File: config.mk
export PLATFORM = sky130hd
export DESIGN_NAME = wheel_speed_filter_runaway_core
export DESIGN_NICKNAME = d
export VERILOG_FILES = /design/src/wsfr_pkg.sv /design/src/wsfr_div10.sv /design/src/wsfr_wheel.sv /design/src/wsfr_merge.sv /design/src/wheel_speed_filter_runaway_core.sv
export SDC_FILE = /design/constraint.sdc
export NUM_CORES = 2
export LEC_CHECK = 0
export BUFFER_PORTS_ARGS = -buffer_cell sky130_fd_sc_hd__buf_2
export CAP_MARGIN = 20
export CORE_MARGIN = 3
export CORE_UTILIZATION = 30
export CTS_CLUSTER_DIAMETER = 120
export DETAILED_ROUTE_END_ITERATION = 8
export PLACE_DENSITY = 0.46
export SETUP_SLACK_MARGIN = 0.02
export SYNTH_ARGS = -nofsm -noshare
export SYNTH_HDL_FRONTEND = slang
export SYNTH_SLANG_ARGS = --single-unit
File: constraint.sdc
create_clock -name clk -period 19.25 [get_ports clk]
set_input_delay 2.8875 -clock clk [delete_from_list [all_inputs] [get_ports clk]]
set_output_delay 2.8875 -clock clk [all_outputs]
set_load 0.03 [all_outputs]
File: src/wsfr_pkg.sv
// ----------------------------------------------------------------------------
// wsfr_pkg: shared definitions for the wheel speed filter
// register map, reset values and the configuration bundle
// ----------------------------------------------------------------------------
`default_nettype none

package wsfr_pkg;

	localparam int CFG_W = 16;

	typedef enum logic [1:0] {
		REG_TARGET_SPEED   = 2'd0,
		REG_JUMP_LIMIT     = 2'd1,
		REG_RECOVER_MARGIN = 2'd2,
		REG_LOW_COUNT      = 2'd3
	} reg_idx_t;

	localparam logic [CFG_W-1:0] TARGET_SPEED_RST   = 16'd0;
	localparam logic [CFG_W-1:0] JUMP_LIMIT_RST     = 16'd100;
	localparam logic [CFG_W-1:0] RECOVER_MARGIN_RST = 16'd200;
	localparam logic [CFG_W-1:0] LOW_COUNT_RST      = 16'd20;

	typedef struct packed {
		logic [CFG_W-1:0] target_speed;
		logic [CFG_W-1:0] jump_limit;
		logic [CFG_W-1:0] recover_margin;
		logic [CFG_W-1:0] low_count;
	} cfg_t;

endpackage

`default_nettype wire

File: src/wsfr_div10.sv
// ----------------------------------------------------------------------------
// wsfr_div10: signed divide by ten
// truncates toward zero, reciprocal multiply on the magnitude
// ----------------------------------------------------------------------------
`default_nettype none

module wsfr_div10 #(
	parameter int W = 20
) (
	input  wire logic signed [W-1:0] num,
	output logic signed [W-1:0]      quo
);

	localparam int K  = W + 4;
	localparam int MW = K - 2;
	localparam int PW = W + MW;
	localparam logic [K:0] POW   = (K+1)'(1) << K;
	localparam logic [K:0] MFULL = (POW + (K+1)'(9)) / (K+1)'(10);
	localparam logic [MW-1:0] M  = MFULL[MW-1:0];

	logic [W-1:0]  mag;
	logic [PW-1:0] prod;
	logic [W-1:0]  qmag;

	assign mag  = num[W-1] ? (~num + W'(1)) : num;
	// ceil(2^k/10) is exact for every magnitude of this width
	assign prod = {{MW{1'b0}}, mag} * {{W{1'b0}}, M};
	assign qmag = {2'b00, prod[PW-1:K]};
	assign quo  = num[W-1] ? $signed(~qmag + W'(1)) : $signed(qmag);

endmodule

`default_nettype wire

File: src/wsfr_wheel.sv
// ----------------------------------------------------------------------------
// wsfr_wheel: one wheel lane
// runaway mark, low-pass filter and the lane's filtered count and mark
// ----------------------------------------------------------------------------
`default_nettype none

module wsfr_wheel #(
	parameter int CW = 16
) (
	input  wire logic                  clk,
	input  wire logic                  arst_n,
	input  wire logic                  take,
	input  wire logic signed [CW-1:0]  raw,
	input  wire wsfr_pkg::cfg_t        cfg,
	input  wire logic                  flag_drop,
	output logic signed [CW-1:0]       filt,
	output logic                       flag_nxt
);

	localparam int D  = (CW + 2 > 18) ? CW + 2 : 18;
	localparam int HW = CW + 4;

	logic signed [CW-1:0] last_q;
	logic                 flag_q;

	logic signed [D-1:0]  raw_d, last_d, jump, lim, bound;
	logic                 jump_hi, flag_set, recov;
	logic signed [HW-1:0] r_h, l_h, hsum, hq;
	logic signed [CW:0]   rsum, radj, rq;

	assign raw_d  = $signed({{(D-CW){raw[CW-1]}}, raw});
	assign last_d = $signed({{(D-CW){last_q[CW-1]}}, last_q});
	assign jump   = raw_d - last_d;
	assign lim    = $signed({{(D-16){1'b0}}, cfg.jump_limit});
	// half the target plus the recovery margin
	assign bound  = $signed({{(D-17){1'b0}},
		({2'b00, cfg.target_speed[15:1]} + {1'b0, cfg.recover_margin})});

	assign jump_hi  = jump > lim;
	assign flag_set = flag_q | jump_hi;
	assign recov    = !jump_hi && (raw_d < bound) && !raw[CW-1] && (raw != '0);
	assign flag_nxt = flag_set & !recov;

	// healthy: (9*raw + last) / 10
	assign r_h  = $signed({{(HW-CW){raw[CW-1]}}, raw});
	assign l_h  = $signed({{(HW-CW){last_q[CW-1]}}, last_q});
	assign hsum = (r_h <<< 3) + r_h + l_h;

	wsfr_div10 #(.W(HW)) u_div (
		.num(hsum),
		.quo(hq)
	);

	// runaway: (raw + last) / 2 toward zero
	assign rsum = $signed({raw[CW-1], raw}) + $signed({last_q[CW-1], last_q});
	assign radj = rsum + $signed({{CW{1'b0}}, rsum[CW]});
	assign rq   = radj >>> 1;

	assign filt = flag_nxt ? rq[CW-1:0] : hq[CW-1:0];

	always_ff @(posedge clk or negedge arst_n) begin
		if (!arst_n) begin
			last_q <= '0;
			flag_q <= 1'b0;
		end else if (take) begin
			last_q <= filt;
			flag_q <= flag_nxt & !flag_drop;
		end
	end

endmodule

`default_nettype wire

File: src/wsfr_merge.sv
// ----------------------------------------------------------------------------
// wsfr_merge: merging stage
// right mark clear, combined speed, smoothing and the output register
// ----------------------------------------------------------------------------
`default_nettype none

module wsfr_merge #(
	parameter int CW = 16
) (
	input  wire logic                 clk,
	input  wire logic                 arst_n,
	input  wire logic                 in_valid,
	output logic                      in_ready,
	input  wire logic signed [CW-1:0] rf,
	input  wire logic signed [CW-1:0] lf,
	input  wire logic                 rflag,
	input  wire logic                 lflag,
	input  wire wsfr_pkg::cfg_t       cfg,
	output logic                      rdrop,
	input  wire logic                 out_ready,
	output logic                      out_valid,
	output logic signed [CW:0]        speed,
	output logic signed [CW-1:0]      rf_out,
	output logic signed [CW-1:0]      lf_out,
	output logic                      rflag_out,
	output logic                      lflag_out
);

	localparam int D  = (CW + 2 > 18) ? CW + 2 : 18;
	localparam int SW = CW + 2;
	localparam int TW = CW + 6;

	logic                 keep;
	logic signed [D-1:0]  low_d, half_d, rf_d, lf_d;

	logic                 valid_s1;
	logic signed [CW-1:0] rf_s1, lf_s1;
	logic                 rfl_s1, lfl_s1;

	logic                 out_valid_q;
	logic signed [CW:0]   speed_q;
	logic signed [CW-1:0] rf_q, lf_q;
	logic                 rfl_q, lfl_q;
	logic signed [SW-1:0] speed_last_q;

	logic                 out_free, adv, load;
	logic signed [D-1:0]  rf1_d, lf1_d;
	logic signed [SW-1:0] now;
	logic signed [TW-1:0] n_t, sl_t, tsum, tq;

	// right mark clear from this item's lane results
	assign low_d = $signed({{(D-16){1'b0}}, cfg.low_count});
	assign rf_d  = $signed({{(D-CW){rf[CW-1]}}, rf});
	assign lf_d  = $signed({{(D-CW){lf[CW-1]}}, lf});
	assign keep  = (lflag && rflag) || (lflag && rf_d < low_d) || (rflag && lf_d < low_d);
	assign rdrop = !keep;

	assign out_free = !out_valid_q || out_ready;
	assign adv      = valid_s1 && out_free;
	assign in_ready = !valid_s1 || out_free;
	assign load     = in_valid && in_ready;

	always_ff @(posedge clk or negedge arst_n) begin
		if (!arst_n) begin
			valid_s1 <= 1'b0;
		end else if (load) begin
			valid_s1 <= 1'b1;
		end else if (adv) begin
			valid_s1 <= 1'b0;
		end
	end

	always_ff @(posedge clk) begin
		if (load) begin
			rf_s1  <= rf;
			lf_s1  <= lf;
			rfl_s1 <= rflag & keep;
			lfl_s1 <= lflag;
		end
	end

	// combined speed
	assign half_d = $signed({{(D-15){1'b0}}, cfg.target_speed[15:1]});
	assign rf1_d  = $signed({{(D-CW){rf_s1[CW-1]}}, rf_s1});
	assign lf1_d  = $signed({{(D-CW){lf_s1[CW-1]}}, lf_s1});

	always_comb begin
		priority if (lfl_s1 && rfl_s1) begin
			now = speed_last_q;
		end else if (lfl_s1) begin
			now = (rf1_d > half_d) ? speed_last_q : $signed({rf_s1[CW-1], rf_s1, 1'b0});
		end else if (rfl_s1) begin
			now = (lf1_d > half_d) ? speed_last_q : $signed({lf_s1[CW-1], lf_s1, 1'b0});
		end else begin
			now = $signed({{2{rf_s1[CW-1]}}, rf_s1}) + $signed({{2{lf_s1[CW-1]}}, lf_s1});
		end
	end

	// smoothing: (9*now + last) / 10
	assign n_t  = $signed({{(TW-SW){now[SW-1]}}, now});
	assign sl_t = $signed({{(TW-SW){speed_last_q[SW-1]}}, speed_last_q});
	assign tsum = (n_t <<< 3) + n_t + sl_t;

	wsfr_div10 #(.W(TW)) u_div (
		.num(tsum),
		.quo(tq)
	);

	always_ff @(posedge clk or negedge arst_n) begin
		if (!arst_n) begin
			out_valid_q  <= 1'b0;
			speed_last_q <= '0;
		end else begin
			if (adv) begin
				out_valid_q  <= 1'b1;
				speed_last_q <= tq[SW-1:0];
			end else if (out_ready) begin
				out_valid_q <= 1'b0;
			end
		end
	end

	always_ff @(posedge clk) begin
		if (adv) begin
			speed_q <= tq[CW:0];
			rf_q    <= rf_s1;
			lf_q    <= lf_s1;
			rfl_q   <= rfl_s1;
			lfl_q   <= lfl_s1;
		end
	end

	assign out_valid = out_valid_q;
	assign speed     = speed_q;
	assign rf_out    = rf_q;
	assign lf_out    = lf_q;
	assign rflag_out = rfl_q;
	assign lflag_out = lfl_q;

	a_full_stall: assert property (@(posedge clk) disable iff (!arst_n)
		valid_s1 && out_valid_q && !out_ready |-> !in_ready)
		else $error("input taken with both stages held");

	a_adv_fills_out: assert property (@(posedge clk) disable iff (!arst_n)
		adv |=> out_valid_q)
		else $error("advanced item missing from output register");

	a_speed_last: assert property (@(posedge clk) disable iff (!arst_n)
		adv |=> speed_last_q[CW:0] == speed_q)
		else $error("smoothed speed state disagrees with result");

endmodule

`default_nettype wire

File: src/wheel_speed_filter_runaway_core.sv
// ----------------------------------------------------------------------------
// wheel_speed_filter_runaway_core: wheel speed filter with runaway marks
// two wheel lanes, a merging stage and an APB-style register block
// ----------------------------------------------------------------------------
//
// channel   dir  transaction moves
// s_*       in   right_raw, left_raw
// m_*       out  speed, right_filtered, left_filtered, right_runaway, left_runaway
// apb       in   register writes and reads (target_speed, jump_limit, recover_margin,
//                low_count)
//
// one transaction a cycle while m_tready is high; merge then output register
// the wheel filters close their loop within each lane (lane divide by ten),
// the speed smoothing closes its loop in the merge stage (second divide by ten)
// arst_n clears wheel state, marks, speed state and both valid bits
// a stalled m_ side still lets one more item into the merge stage
`default_nettype none

module wheel_speed_filter_runaway_core #(
	parameter int COUNT_WIDTH = 16
) (
	input  wire logic                 clk,
	input  wire logic                 arst_n,

	input  wire logic                 s_tvalid,
	output logic                      s_tready,
	// right_raw, left_raw
	input  wire logic [((2*COUNT_WIDTH+7)/8)*8-1:0] s_tdata,

	output logic                      m_tvalid,
	input  wire logic                 m_tready,
	// speed, right_filtered, left_filtered, right_runaway, left_runaway
	output logic [((3*COUNT_WIDTH+3+7)/8)*8-1:0]    m_tdata,

	input  wire logic                 psel,
	input  wire logic                 penable,
	input  wire logic                 pwrite,
	input  wire logic [3:0]           paddr,
	input  wire logic [31:0]          pwdata,
	output logic [31:0]               prdata,
	output logic                      pready
);

	localparam int CW  = COUNT_WIDTH;
	localparam int OW  = 3 * CW + 3;
	localparam int OBW = ((OW + 7) / 8) * 8;

	wsfr_pkg::cfg_t    cfg_q;
	wsfr_pkg::reg_idx_t reg_sel;
	logic              wr_en;

	logic signed [CW-1:0] right_raw, left_raw;
	logic signed [CW-1:0] rf, lf;
	logic                 rflag, lflag, rdrop, take;

	logic signed [CW:0]   speed;
	logic signed [CW-1:0] rf_out, lf_out;
	logic                 rflag_out, lflag_out;

	// register block: always ready, one write per access phase
	assign pready  = 1'b1;
	assign reg_sel = wsfr_pkg::reg_idx_t'(paddr[3:2]);
	assign wr_en   = psel && penable && pwrite && pready;

	always_ff @(posedge clk or negedge arst_n) begin
		if (!arst_n) begin
			cfg_q.target_speed   <= wsfr_pkg::TARGET_SPEED_RST;
			cfg_q.jump_limit     <= wsfr_pkg::JUMP_LIMIT_RST;
			cfg_q.recover_margin <= wsfr_pkg::RECOVER_MARGIN_RST;
			cfg_q.low_count      <= wsfr_pkg::LOW_COUNT_RST;
		end else if (wr_en) begin
			unique case (reg_sel)
				wsfr_pkg::REG_TARGET_SPEED:   cfg_q.target_speed   <= pwdata[15:0];
				wsfr_pkg::REG_JUMP_LIMIT:     cfg_q.jump_limit     <= pwdata[15:0];
				wsfr_pkg::REG_RECOVER_MARGIN: cfg_q.recover_margin <= pwdata[15:0];
				wsfr_pkg::REG_LOW_COUNT:      cfg_q.low_count      <= pwdata[15:0];
				default: ;
			endcase
		end
	end

	always_comb begin
		unique case (reg_sel)
			wsfr_pkg::REG_TARGET_SPEED:   prdata = {16'h0000, cfg_q.target_speed};
			wsfr_pkg::REG_JUMP_LIMIT:     prdata = {16'h0000, cfg_q.jump_limit};
			wsfr_pkg::REG_RECOVER_MARGIN: prdata = {16'h0000, cfg_q.recover_margin};
			wsfr_pkg::REG_LOW_COUNT:      prdata = {16'h0000, cfg_q.low_count};
			default:                      prdata = '0;
		endcase
	end

	// input unpacking, right count in the low bits
	assign right_raw = $signed(s_tdata[CW-1:0]);
	assign left_raw  = $signed(s_tdata[2*CW-1:CW]);
	assign take      = s_tvalid && s_tready;

	// lanes: each wheel updates its own filter state on an accepted item
	wsfr_wheel #(.CW(CW)) u_right (
		.clk(clk),
		.arst_n(arst_n),
		.take(take),
		.raw(right_raw),
		.cfg(cfg_q),
		.flag_drop(rdrop),
		.filt(rf),
		.flag_nxt(rflag)
	);

	// the left mark is only ever cleared by its own recovery test
	wsfr_wheel #(.CW(CW)) u_left (
		.clk(clk),
		.arst_n(arst_n),
		.take(take),
		.raw(left_raw),
		.cfg(cfg_q),
		.flag_drop(1'b0),
		.filt(lf),
		.flag_nxt(lflag)
	);

	// merge: right mark clear, combined and smoothed speed, output register
	wsfr_merge #(.CW(CW)) u_merge (
		.clk(clk),
		.arst_n(arst_n),
		.in_valid(s_tvalid),
		.in_ready(s_tready),
		.rf(rf),
		.lf(lf),
		.rflag(rflag),
		.lflag(lflag),
		.cfg(cfg_q),
		.rdrop(rdrop),
		.out_ready(m_tready),
		.out_valid(m_tvalid),
		.speed(speed),
		.rf_out(rf_out),
		.lf_out(lf_out),
		.rflag_out(rflag_out),
		.lflag_out(lflag_out)
	);

	// result packing, speed in the low bits, zero fill to the byte
	always_comb begin
		m_tdata         = {OBW{1'b0}};
		m_tdata[OW-1:0] = {lflag_out, rflag_out, lf_out, rf_out, speed};
	end

endmodule

`default_nettype wire

# Yosys cells after proc, flatten, opt, wreduce, memory -nomap -nowiden
# Cells that the tools add are included.
# Widths: inputs -> output; s select.
# totals
regBits,203
word_cells,118
# classes
addsub,20
n_mul,3
order_cmp,8
eq_ne,3
n_mux,18
n_bitwise,11
n_reduce_logical,35
# ops
op,n
$pmux 32 s4,1
$mux 18,6
$mul 20x20->39 const B,2
$mux 16,4
$add 16x16->17,3
$mul 22x23->44 const B,1
$add 19x16->20,2
$add 20x16->20,2
$add 20x2->20 const B,2
$mux 20,2
$not 20->20,2
$gt 18x17->1,2
$lt 16x18->1,2
$add 17x2->17,2
$lt 16x17->1,2
$sub 16x16->17,2
$add 16x1->16 const B,2
$gt 16x16->1,2
$not 16->16,2
$reduce_bool 16->1,2
$add 21x18->22,1
$add 22x18->22,1
$add 22x2->22 const B,1
$mux 22,1
other kinds (15),49

# Logic depth before layout (Yosys ltp)
# depth
depth_word,15
depth_mapped,58

# Hierarchy
# Synthesis repeated with hierarchy kept, for this count alone.
# hier_totals
cells_unflattened,5213
area_unflattened_um2,47989.8
# by_module_without_submodules
module,n_inst,cells_each,area_each_um2,seq_area_each_um2
wsfr_div10 (u_left.u_div),1,1002,8949.8,0.0
wsfr_div10 (u_right.u_div),1,969,8728.4,0.0
wsfr_div10 (u_merge.u_div),1,958,8458.1,0.0
wsfr_merge,1,728,7748.7,3052.9
wsfr_wheel (u_right),1,684,5532.8,425.4
wsfr_wheel (u_left),1,684,5497.8,425.4
wheel_speed_filter_runaway_core,1,188,3074.2,1611.5

# Worst setup path after synthesis
# No wires, ideal clock.
# synth_path
path_kind,reg-to-reg
from,register u_merge.rf_s1[9]
to,register u_merge.speed_last_q[17]
setup_time_ns,0.087
arrival_time_ns,13.895
required_ns,19.163
setup_slack_ns,5.269
stages_incl_launch_ff,50
path_buffers,3
synth_period_minus_slack_ns,13.981
path_cell_list,edfxtp_1 -> ha_1 -> a21o_1 -> a21o_1 -> a2111oi_0 -> o31ai_1 -> o21a_1 -> a21oi_1 -> clkbuf_1 -> mux2i_1 -> a21oi_1 -> fa_1 -> ha_1 -> a21o_1 -> a211o_1 -> nand3_1 -> nand2_1 -> or4b_2 -> (+14 left out) -> inv_1 -> fa_1 -> inv_1 -> fa_1 -> inv_1 -> ha_1 -> nand2_1 -> or3_1 -> a211oi_1 -> a31o_2 -> a21oi_1 -> o21ai_0 -> mux2_2 -> a2111oi_2 -> nand3_1 -> or4b_1 -> o2111a_1 -> o211ai_1
# synth_between
elab_chain_cells,13
# synth_lines
item,line_no,rtl
"start, declared",wsfr_merge.sv:37,"logic signed [CW-1:0] rf_s1, lf_s1;"
"start signal, assigned",wsfr_merge.sv:75,rf_s1 <= rf;
$add 16x16->17 or $gt 16x16->1 (tied branches),"wsfr_merge.sv:95, wsfr_merge.sv:91",
"$mux 18, on equally long branches","wsfr_merge.sv:92, wsfr_merge.sv:91",
$mux 18 *,wsfr_merge.sv:90,end else if (lfl_s1) begin
$mux 18 *,wsfr_merge.sv:88,priority if (lfl_s1 && rfl_s1) begin
$add 21x18->22 *,wsfr_merge.sv:102,assign tsum = (n_t <<< 3) + n_t + sl_t;
$add 22x18->22 *,wsfr_merge.sv:102,
$not 22->22,wsfr_div10.sv:25,assign mag = num[W-1] ? (~num + W'(1)) : num;
$add 22x2->22,wsfr_div10.sv:25,
$mux 22,wsfr_div10.sv:25,
$mul 22x23->44,wsfr_div10.sv:27,"assign prod = {{MW{1'b0}}, mag} * {{W{1'b0}}, M};"
$not 18->18,wsfr_div10.sv:29,assign quo = num[W-1] ? $signed(~qmag + W'(1)) : $signed(qmag);
$add 18x1->18,wsfr_div10.sv:29,
$mux 18 *,wsfr_div10.sv:29,
"end signal, assigned",wsfr_merge.sv:116,speed_last_q <= tq[SW-1:0];
"end, declared",wsfr_merge.sv:44,logic signed [SW-1:0] speed_last_q;
# Mark *: on every way between the ends. The rest lies on a longest branch, timed or not.
# A chain may end at the register's enable or synchronous reset.

# Worst setup path after layout
# layout_path
from,input s_tdata[17]
to,"register u_merge.rfl_s1, data pin"
# layout_between
elab_chain_cells,14
# layout_lines
item,line_no,rtl
"start, declared",wheel_speed_filter_runaway_core.sv:28,"input wire logic [((2*COUNT_WIDTH+7)/8)*8-1:0] s_tdata,"
$add 19x16->20,wsfr_wheel.sv:47,assign hsum = (r_h <<< 3) + r_h + l_h;
$add 20x16->20,wsfr_wheel.sv:47,
$not 20->20,wsfr_div10.sv:25,
$add 20x2->20,wsfr_div10.sv:25,
$mux 20,wsfr_div10.sv:25,
$mul 20x20->39,wsfr_div10.sv:27,
$not 16->16,wsfr_div10.sv:29,
$add 16x1->16,wsfr_div10.sv:29,
$mux 16,wsfr_div10.sv:29,
$mux 16 *,wsfr_wheel.sv:59,assign filt = flag_nxt ? rq[CW-1:0] : hq[CW-1:0];
net lf[11],wheel_speed_filter_runaway_core.sv:53,"logic signed [CW-1:0] rf, lf;"
$lt 16x17->1 *,wsfr_merge.sv:55,assign keep = (lflag && rflag) || (lflag && rf_d < low_d) || (rflag && lf_d < low_d);
$logic_and 1x1->1 *,wsfr_merge.sv:55,
$logic_or 1x1->1 *,wsfr_merge.sv:55,
$and 1x1->1 *,wsfr_merge.sv:77,rfl_s1 <= rflag & keep;
"end signal, assigned",wsfr_merge.sv:77,
"end, declared",wsfr_merge.sv:38,"logic rfl_s1, lfl_s1;"
# The timed path passes the listed nets; every way through them passes the cells marked *.

==> results.json <==
{
  "run_status": "completed",
  "dr.pass1.iters": 6,
  "cap_violations": 0,
  "synth_cell_types": 102,
  "min_delay_path_depth": 1,
  "syn_area_um2": 44680,
  "post_cts_buffers": 0,
  "synthTopCellsByArea": "ha_1, fa_1, inv_1, dfrtp_1, edfxtp_1",
  "totalWireLength_um": 140900,
  "crit_required_ns": 19.51,
  "hpwl_um": 122500,
  "die_area_um2": 153600,
  "fin_setup_tns_ns": 0,
  "via_per_inst": 4.996,
  "synth_seq_cells": 203,
  "gr-total-overflow": 0,
  "worst-path-buf-inv": 6,
  "regToRegSetupSlack_ns": 4.00,
  "arrival_ns": 16.28,
  "synth_common_cells": "inv_1, ha_1, fa_1",
  "crit_type": "input pin to register",
  "cp_slowest_cell": "xnor2_1",
  "row_count": 140,
  "critPathTopFamily": "adder cells",
  "place_congestion": 0.8773,
  "clk_path_buf_depth": 3,
  "design_area_um2": 48440,
  "hold_start": "u_merge.valid_s1$_DFFE_PN0P_",
  "vias": 34565,
  "synth.top_cell.area_share_pct": 23.30,
  "max_freq_ghz": 0.06244,
  "timing.rr.start": "cfg_q[58]$_DFFE_PN0P_",
  "nets": 6359,
  "synth-edff-count": 85,
  "yosys.cell_count.top_type": "inv_1",
  "ctsRootBufferMaster": "clkbuf_16",
  "grt_max_degree": 71,
  "cts_tree": "built",
  "grt_pass1_vias": 34842,
  "boundaryPins": 166,
  "clk_pin_slew_ns": 0.06,
  "grt_first_pass_wirelength_um": 215300,
  "core_um2": 146800,
  "slew_headroom_pct": 22.85,
  "ant_nets": 0,
  "worst_setup_path_start_kind": "input pin",
  "fp.dieH_um": 391.9,
  "wl_per_cell_um": 20.37,
  "die_w_um": 391.9,
  "r2r-end": "u_merge.speed_last_q[17]$_DFFE_PN0P_",
  "numCtsBuffers": 28,
  "route.detailed.drc": 0,
  "postLayoutCoreUtil_pct": 33.00,
  "clock_latency_ns": 0.56,
  "ys_seq_area_share_pct": 12.34,
  "start_util_pct": 30.44,
  "cts_hold_buffers": 0,
  "dpl-instance-area_um2": 47490,
  "antenna_found_initial": 14,
  "cts_resized": 0,
  "drive_above_1_share_pct": 7.250,
  "finalSetupViolCount": 0,
  "maxSlewViolCount": 0,
  "setup.worst_path.start": "s_tdata[17]",
  "htree_levels": 1,
  "portBuffers": 125,
  "worstHoldEndpoint": "u_merge.out_valid$_DFFE_PN0P_",
  "ff2ff_path_depth": 50,
  "area_growth_pct": 8.414,
  "cts.sinks": 203,
  "drt_iter0_drc": 2443,
  "synth_area_per_cell_um2": 9.157,
  "finalCriticalPeriod_ns": 16.02,
  "syn_inst": 4880,
  "rsz0062_at_grt": "no",
  "synth_flop_cell": "dfrtp_1",
  "hold_viol": 0,
  "yosysTopAreaCell": "ha_1",
  "yosysWarnings": 0,
  "end_kind": "register",
  "cp_max_fo": 7,
  "fin_crit_sh_pct": 83.20,
  "skew_ns": 0.01812,
  "grt_use_total_pct": 18.28,
  "worst_pin_slew_ns": 1.149,
  "ys_async_sr_fraction_pct": 58.13,
  "critPathMaxStageDelay_ns": 0.71,
  "hold_path.class": "register to register"
}
## per-stage QoR
step           worst slack, ns  cells  hold WS, ns
2_1_floorplan            5.269   4900       0.4479
3_3_place_gp             2.792   6855       0.4688
3_5_place_dp             2.714   6855       0.4786
4_1_cts                  3.277   6906       0.4907
5_1_grt                  2.447   6913       0.5154
6_report                 3.234   6918       0.4835
## state kept, by name (all words and copies together), names as in the netlist
| register | flops |
|---|---|
| cfg_q | 64 |
| u_left.flag_q | 1 |
| u_left.last_q | 16 |
| u_merge.lf_out | 16 |
| u_merge.lf_s1 | 16 |
| u_merge.lfl_s1 | 1 |
| u_merge.lflag_out | 1 |
| u_merge.out_valid | 1 |
| u_merge.rf_out | 16 |
| u_merge.rf_s1 | 16 |
| u_merge.rfl_s1 | 1 |
| u_merge.rflag_out | 1 |
| u_merge.speed | 17 |
| u_merge.speed_last_q | 18 |
| u_merge.valid_s1 | 1 |
| u_right.flag_q | 1 |
| u_right.last_q | 16 |
## placed cells by master (no fill, tap or decap), types with 45 or more instances in the layout
cell | Yosys | routed
nand3_1 | 82 | 82
nor2_1 | 246 | 246
a21oi_1 | 271 | 270
mux2i_1 | 45 | 45
a21o_1 | 89 | 89
buf_2 | 2 | 124
nand2_1 | 263 | 263
dfrtp_1 | 110 | 110
xor2_1 | 97 | 97
xnor2_1 | 192 | 190
o21ai_0 | 162 | 162
edfxtp_1 | 85 | 85
mux2_2 | 79 | 79
nor3_1 | 88 | 87
inv_1 | 918 | 917
nand4_1 | 49 | 49
ha_1 | 832 | 832
fa_1 | 480 | 480
## per-layer routing
layer	share of wire [%]	routed length, um	track usage [%]
met1	50	70560	27.44
met2	44	62500	29.01
met3	4.1	5716	1.473
met4	1.5	2157	2.709
met5	0.0092	13	0
## cell families (layout without fill, tap and decap cells)
| group | after synthesis | in the layout | synth area share, % |
|---|---|---|---|
| xor+xnor | 289 | 289 | 5.665 |
| other cells | 2 | 30 | 0.01681 |
| simple gates | 1017 | 1017 | 11.45 |
| buf+inv | 1034 | 1127 | 8.955 |
| mux | 140 | 140 | 3.805 |
| fa+ha+maj | 1312 | 1312 | 44.80 |
| flops | 203 | 203 | 12.34 |
| compound gates | 883 | 883 | 12.97 |
## worst max-delay path by stage
stage / to / slack, ns / cells after the start
3_3_place_gp: u_merge.rfl_s1$_DFFE_PP_ / 2.79 / 42
3_5_place_dp: u_merge.rfl_s1$_DFFE_PP_ / 2.71 / 42
6_report: u_merge.rfl_s1$_DFFE_PP_ / 3.23 / 42
2_1_floorplan: u_merge.speed_last_q[17]$_DFFE_PN0P_ / 5.27 / 49
4_1_cts: u_right.flag_q$_DFFE_PN0P_ / 3.28 / 44
5_1_grt: u_right.flag_q$_DFFE_PN0P_ / 2.45 / 47
## final cells by class
| cell class | count | area [um^2] |
|---|---|---|
| Clock buffer | 35 | 758.2 |
| Multi-Input combinational cell | 3663 | 35290 |
| Tap cell | 1917 | 2399 |
| Timing Repair Buffer | 155 | 857.1 |
| Sequential cell | 203 | 5515 |
| Inverter | 921 | 3458 |
| Clock inverter | 16 | 147.6 |
| Fill cell | 15444 | 98350 |
| Antenna cell | 8 | 20.02 |
Power is left out: the tool's default activity adds up to more than one toggle a clock period on the data nets, which glitch-free logic cannot reach.
